[src/rtl/psfl_ram.sv]
// Generic single-write, single-read RAM with registered read data.
module psfl_ram #(
  parameter int unsigned Width = 8,
  parameter int unsigned Depth = 16
) (
  input  logic                     clk_i,
  input  logic                     we_i,
  input  logic [$clog2(Depth)-1:0] waddr_i,
  input  logic [Width-1:0]         wdata_i,
  input  logic                     re_i,
  input  logic [$clog2(Depth)-1:0] raddr_i,
  output logic [Width-1:0]         rdata_o
);

  logic [Width-1:0] mem_q [Depth];

  always_ff @(posedge clk_i) begin
    if (we_i) begin
      mem_q[waddr_i] <= wdata_i;
    end
    if (re_i) begin
      rdata_o <= mem_q[raddr_i];
    end
  end

endmodule

[config.mk]
export PLATFORM = sky130hd
export DESIGN_NAME = psfl_ram
export DESIGN_NICKNAME = d
export VERILOG_FILES = /design/src/rtl/psfl_ram.sv
export SDC_FILE = /design/constraint.sdc
export NUM_CORES = 1
export LEC_CHECK = 0
export CORE_MARGIN = 10
export CORE_UTILIZATION = 45
export DETAILED_ROUTE_END_ITERATION = 10
export DONT_BUFFER_PORTS = 1
export PLACE_DENSITY = 0.72
export SYNTH_ARGS = -nofsm -noshare
export SYNTH_HDL_FRONTEND = slang
export SYNTH_SLANG_ARGS = --single-unit
[constraint.sdc]
create_clock -name clk_i -period 4.4 [get_ports clk_i]
set_clock_uncertainty 0.1 [all_clocks]
set_input_delay 0.44 -clock clk_i [delete_from_list [all_inputs] [get_ports clk_i]]
set_output_delay 0.44 -clock clk_i [all_outputs]
set_load 0.05 [all_outputs]
* Yosys cells after proc, flatten, opt, wreduce, memory -nomap -nowiden
Memory sizes are Yosys's and may differ from the RTL's. A register that Yosys moved wholly into a read port is not among the register bits.
Index checks and enable logic that the tools add are counted.
** Operators by class
- $add $sub $neg :: 0
- Multiply operators :: 0
- Divide/modulo/power cells :: 0
- Magnitude comparators :: 0
- Equal/unequal tests :: 0
- Shift operators :: 0
- Multiplexer cells :: 2
- Bitwise gates (word level) :: 0
- Reduce and logical (&&, ||, !) cells :: 0
** Operators by type and width (number)
- $mux 1 :: 2
** Storage, ports and cells
- Register bits after elaboration :: 0
- Latch bits :: 0
- Bits in writable memories :: 128
- Memory bits (read-only) :: 0
- Bits of input ports :: 19
- Output and inout bits :: 8
- Word-level logic and storage cells :: 3
- Memories :: 1
** Memory list
- mem_q :: depth 16, width 8, read ports 1, clocked after memory_dff 1, write ports 1, RTL line 15 : logic [Width-1:0] mem_q [Depth];

* Logic depth before layout (Yosys ltp)
Gate-level depths: netlist of the first run.
- Depth in word-level cells :: 2
- Depth in mapped cells :: 5
- Mapped depth without buffers :: 3

* Least setup slack after synthesis of the first run
No wires, ideal clock.
- Path kind :: input to register
- From :: input waddr_i[2]
- To :: memory mem_q[0][0] (enable)
- Data arrival time :: 1.550 ns
- Data required time :: 3.917 ns
- Path slack :: 2.367 ns
- Cell stages on the path :: 2
- Buffers on the path :: 0
- Cells stage by stage :: or3b_2 > nor3_1
** RTL lines
- from (decl) :: RTL line 8 : input logic [$clog2(Depth)-1:0] waddr_i,
- to (decl) :: RTL line 15
Straight into the memory's write port.

* Worst setup path in the final report of the first run
- From :: input waddr_i[2]
- To :: memory mem_q[0][7] (enable)
Straight into the memory's write port.

==> results of run 1 <==
per-stage QoR:
| step | worst slack [ns] | hold WS [ns] | instance area [um^2] | cells | util |
|---|---|---|---|---|---|
| after CTS | 2.57 | 0.0185 | 5990 | 395 | 0.525 |
| after global placement | 2.22 | 0.440 | 5340 | 364 | 0.467 |
| after floorplan | 2.37 | 0.439 | 5230 | 229 | - |
| after global routing | 2.47 | 0.00326 | 5990 | 395 | 0.525 |
| final | 2.55 | 0.0297 | 5990 | 395 | 0.525 |
| after detailed placement | 2.16 | 0.440 | 5340 | 364 | 0.467 |
power by group:
group / switching (uW) / total (uW) / internal [uW]
clock network: 497 / 1550 / 1050
registers: 30.7 / 1490 / 1460
logic: 36.6 / 77.6 / 41.0
cells in the mapped netlist, drive strengths merged:
library cell / number / area, um^2
nand2b: 2 / 12.5
clkdlybuf4s25: 3 / 30.0
nor2: 13 / 48.8
nand3b: 2 / 15.0
or3b: 1 / 8.76
nor2b: 1 / 6.26
nor3: 4 / 20.0
a22oi: 16 / 120
buf: 7 / 56.3
edfxtp: 136 / 4080
mux4: 32 / 773
nand3: 1 / 5.00
and2b: 1 / 7.51
nand2: 9 / 33.8
and2: 1 / 6.26
layer usage:
metal | GRT usage | up-vias | wire length, um
met3 | 0.0500 | 6 | 890
met1 | 0.170 | 1200 | 4280
li1 | - | 1002 | -
met5 | 0 | - | 0
met4 | 0.0417 | 0 | 68
met2 | 0.181 | 108 | 4660
registers in the layout (all words and copies together) (netlist names):
name and flops:
mem_q 128, rdata_o 8
worst paths after layout:
path                      from           end  cells past startpoint
setup / recovery    waddr_i[2]   mem_q[0][7]                      2
hold / removal      wdata_i[0]  mem_q[10][0]                      0
setup reg to reg  mem_q[11][0]    rdata_o[0]                      3
hold reg to reg    mem_q[7][3]    rdata_o[3]                      3
cells by family after synthesis:
family | Yosys count
flops | 136
simple gates | 35
mux | 32
compound gates | 16
buf+inv | 10
layout make-up:
type	count	share of cell area
clock buffers	17	0.0710
well taps	143	0.0299
flip-flops and latches	136	0.682
clock inverters	14	0.0384
multi-input cells	83	0.176
repair buffers	2	0.00251
==> out/qor.csv, run 1 <==
metric,value,unit
synth_cell_type_count,18,
run_status,"complete, no violations",
synth_simple_gate_area_frac,0.0314,
start_kind,input port,
synth_sequential_area_ratio,0.781,
power-per-cell-area,521,mW/mm^2
cts_post_setup_buffers_inserted,0,
worstPathCellList,or3b_2 -> nor3_1,
gp_congestion,0.713,
cell_family_contributing_the_most_delay_on_the_critical_path,simple AND/OR/NAND/NOR gates,
fp.dieArea,0.0163,mm^2
synth_xor_xnor_area_share,0,
area_growth_syn_to_layout,14.6,%
cts_sinks,136,
fin_setup_tns,0,ns
dpl.hpwl,6.06,mm
sequential_cell_area,0.00408,mm^2
report.final.setup_viol,0,
ir_drop,0.364,mV
muxShareOfSynthArea,0.148,
final_cell_mix,"sky130_fd_sc_hd__edfxtp_1 (136), sky130_fd_sc_hd__mux4_2 (18), sky130_fd_sc_hd__clkbuf_16 (17)",
placeableCoreArea,0.0114,mm^2
finalPower,3120,uW
die_h,128,um
clk_path_buf_depth,2,
grt_start_max_net_pins,33,
dr.pass1.iters,5,
postRouteAntennaNets,0,
leakagePower,0.00193,uW
hold_path.class,in -> reg,
postSynthAreaPerCell,22.8,um^2
synth_compound_area_frac,0.0230,
multi_input_area,0.00106,mm^2
num_vias,2316,
crit_type,in -> reg,
synthAdderAreaFrac,0,
cts-resized-gates,0,
cts_made_buffers,17,
setup.reg_to_reg.worst_slack,2.72,ns
grt_pass1_wl,14.8,mm
global_route.usage.total,0.126,
via_count_of_the_first_global_routing_pass,2398,
drc,0,
report.final.slew_viol_count,0,
routed_wire_length_per_instance,25.0,um
globalRoute.totalOverflow,0,
path_clk_slew,0.06,ns
clock.fmax,542,MHz
place.port_buffers,0,
final.fill_count,874,
max_fanout_on_critical_path,8,
fin_crit_sh,0.420,
num-nets-final,259,
slew_headroom,0.211,
number_of_antenna_violations_at_the_first_check_in_global_routing,0,
cts-root-buf,sky130_fd_sc_hd__clkbuf_16,
yosysWarnings,0,
synthesis.area,0.00523,mm^2
drt-total-wl,9.89,mm
worst-slew-pin-transition,1.17,ns
rows,39,
cap_violations,0,
syn-instance-count,229,
number_of_antenna_repair_diodes,0,
fp.dieW,128,um
rsz0062_at_grt,no,
crit_end_category,register,
cp_data_arrival_time,1.77,ns
synth_top_family_by_area,multiplexers,
crit_slowest_cell,sky130_fd_sc_hd__nor3_1,
synthesis.nets,248,
htree_levels,4,
timing_hold_violations_final,0,
vias_per_cell,5.86,
postSynthRegisterBits,136,
drt-initial-drc-count,197,
required,4.32,ns
fin_crit,1.85,ns
timing.critical_path.slowest_cell_delay,0.83,ns
cts_hold_buffers,0,
count_of_buffer_and_inverter_cells_on_the_critical_path,0,
boundaryPins,27,
tritoncts,built,
worst_skew_pair.late_latency,0.40,ns
mostFrequentLayoutCell,sky130_fd_sc_hd__edfxtp_1,
layout-drive-gt1-share,0.198,
initial_core_util,0.458,
No activity file was read; power rests on OpenSTA's default activity.
==> run 2: changes to the inputs <==
- clock period: 4.4 -> 1.8 ns (I/O delays scaled with it)
==> out/qor.csv, run 2 (synthesized netlist as in run 1, its figures left out) <==
metric,value,unit,change
timing.critical_path.slowest_cell_delay,0.50,ns,was 0.83 ns
postRouteAntennaNets,0,,unchanged
rr_endpoint,rdata_o[5],,was rdata_o[0]
worst_skew_pair.late_latency,0.41,ns,was 0.40 ns
final.fill_count,894,,was 874
crit_type,reg -> reg,,was in -> reg
max_fanout_on_critical_path,1,,was 8
place.port_buffers,0,,unchanged
area_growth_syn_to_layout,18.2,%,was 14.6%
setup.reg_to_reg.worst_slack,0.17,ns,was 2.72 ns
count_of_buffer_and_inverter_cells_on_the_critical_path,0,,unchanged
placeableCoreArea,0.0114,mm^2,unchanged
initial_core_util,0.458,,unchanged
cts_post_setup_buffers_inserted,0,,unchanged
largest_registers,"mem_q (128), rdata_o (8)",,unchanged
ff2ff_path_depth,3,,unchanged
worst-slew-pin-transition,0.619,ns,was 1.17 ns
groute.layer.met1.usage,0.165,,was 0.170
fp.dieW,128,um,unchanged
cts_sinks,136,,unchanged
num_vias,2405,,was 2316
rsz0062_at_grt,no,,unchanged
cp_data_arrival_time,1.66,ns,was 1.77 ns
crit_end_category,register,,unchanged
fp.dieArea,0.0163,mm^2,unchanged
number_of_antenna_violations_at_the_first_check_in_global_routing,0,,unchanged
grt_start_max_net_pins,33,,unchanged
layout-drive-gt1-share,0.237,,was 0.198
groute.layer.met2.usage,0.195,,was 0.181
rows,39,,unchanged
cell_family_contributing_the_most_delay_on_the_critical_path,multiplexers,,was simple AND/OR/NAND/NOR gates
report.final.slew_viol_count,0,,unchanged
cts_hold_buffers,9,,was 0
dr.pass1.iters,4,,was 5
utilization,0.541,,was 0.525
r2r-start,mem_q[10][5],,was mem_q[11][0]
cts-resized-gates,0,,unchanged
report.final.setup_viol,0,,unchanged
instances_no_fill,421,,was 395
power-per-cell-area,1220,mW/mm^2,was 521 mW/mm^2
leakagePower,0.00205,uW,was 0.00193 uW
dpl.hpwl,6.19,mm,was 6.06 mm
regMostFlops,mem_q,,unchanged
gr-max-usage-layer,met2,,unchanged
drc,0,,unchanged
boundaryPins,27,,unchanged
tritoncts,built,,unchanged
die_h,128,um,unchanged
crit_slowest_cell,sky130_fd_sc_hd__mux4_1,,was sky130_fd_sc_hd__nor3_1
crit_start,mem_q[10][5],,was waddr_i[2]
final_cell_mix,"sky130_fd_sc_hd__edfxtp_1 (136), sky130_fd_sc_hd__mux4_2 (18), sky130_fd_sc_hd__buf_4 (18)",,"was sky130_fd_sc_hd__edfxtp_1 (136), sky130_fd_sc_hd__mux4_2 (18), sky130_fd_sc_hd__clkbuf_16 (17)"
hold-worst-slack,0.0446,ns,was 0.0297 ns
post-place-cells,380,,was 364
clk_path_buf_depth,2,,unchanged
slew_headroom,0.586,,was 0.211
num-nets-final,284,,was 259
gp_congestion,0.712,,was 0.713
hold_start,raddr_i[1],,was wdata_i[0]
global_route.usage.total,0.130,,was 0.126
largest_register_ffs,128,,unchanged
grt_use_met3,0.0550,,was 0.0500
fin_crit_sh,0.903,,
sequential_cell_area,0.00408,mm^2,unchanged
hold_path.class,in -> reg,,unchanged
pre_cts_slack,0.194,ns,was 2.16 ns
timing_hold_violations_final,0,,unchanged
grt_pass1_wl,15.2,mm,was 14.8 mm
fin_crit,1.63,ns,
routed_wire_length_per_instance,23.3,um,was 25.0 um
via_count_of_the_first_global_routing_pass,2594,,was 2398
multi_input_area,0.00106,mm^2,unchanged
drt-initial-drc-count,301,,was 197
cts-root-buf,sky130_fd_sc_hd__clkbuf_16,,unchanged
ir_drop,1.10,mV,was 0.364 mV
final.setup.worst_slack,0.175,ns,was 2.55 ns
crit_path_end,rdata_o[5],,was mem_q[0][7]
globalRoute.totalOverflow,0,,unchanged
worstPathCellList,mux4_1 -> a22oi_1 -> nand2_1,,was or3b_2 -> nor3_1
run_status,"complete, no violations",,unchanged
drt-total-wl,9.81,mm,was 9.89 mm
fin_setup_tns,0,ns,unchanged
number_of_antenna_repair_diodes,0,,unchanged
path_clk_slew,0.05,ns,was 0.06 ns
required,1.84,ns,was 4.32 ns
cts_made_buffers,17,,unchanged
htree_levels,4,,unchanged
start_kind,register,,was input port
vias_per_cell,5.71,,was 5.86
mostFrequentLayoutCell,sky130_fd_sc_hd__edfxtp_1,,unchanged
clock.fmax,615,MHz,
crit_cells,3,,was 2
cap_violations,0,,unchanged
run 2: cell count changes in the layout (fill, tap and decap cells not counted), sizes merged:
cell	delta
bufinv	-1
clkinv	+4
clkinvlp	-2
buf	+16
dlygate4sd3	+9
run 2: area by class of cell:
class	instances	share of cell area
timing repair buffer	27	0.0365
clock buffer	17	0.0689
sequential	136	0.661
tap	143	0.0290
multi-input combinational	83	0.171
clock inverter	15	0.0336
run 2: per-stage QoR:
stage          total power [uW]  instance area [um^2]
2_1_floorplan              3880                  5230
6_report                   7560                  6180
3_3_place_gp               3900                  5460
5_1_grt                    7810                  6180
3_5_place_dp               3910                  5460
4_1_cts                    7620                  6180
run 2: worst min-delay path by stage:
stage | end | slack, ns | cells past startpoint
floorplan | mem_q[0][0] | 0.18 | 0
global placement | mem_q[14][6] | 0.18 | 0
detailed placement | mem_q[14][4] | 0.18 | 0
CTS | rdata_o[3] | 0.03 | 3
global route | mem_q[4][1] | 0.04 | 2
finish | rdata_o[1] | 0.04 | 3
run 2: routing by layer:
layer  share of wire  wire, um  vias to the layer above
met4           0.010        98                        0
met3           0.082       808                       11
met2            0.48      4720                       90
met5               0         0                        -
li1                -         -                     1052
met1            0.43      4180                     1252
run 2: worst min-delay path, cell delays in order:
cell                      delay (ns)
sky130_fd_sc_hd__mux4_1         0.12
sky130_fd_sc_hd__a22oi_1        0.08
sky130_fd_sc_hd__nand2_1        0.06
run 2: where the power goes:
part	total [uW]	switching, uW	leakage, uW	internal, uW
combinational	254	131	0.000504	123
clock	3650	1220	0.000313	2430
sequential	3650	75.3	0.00124	3570
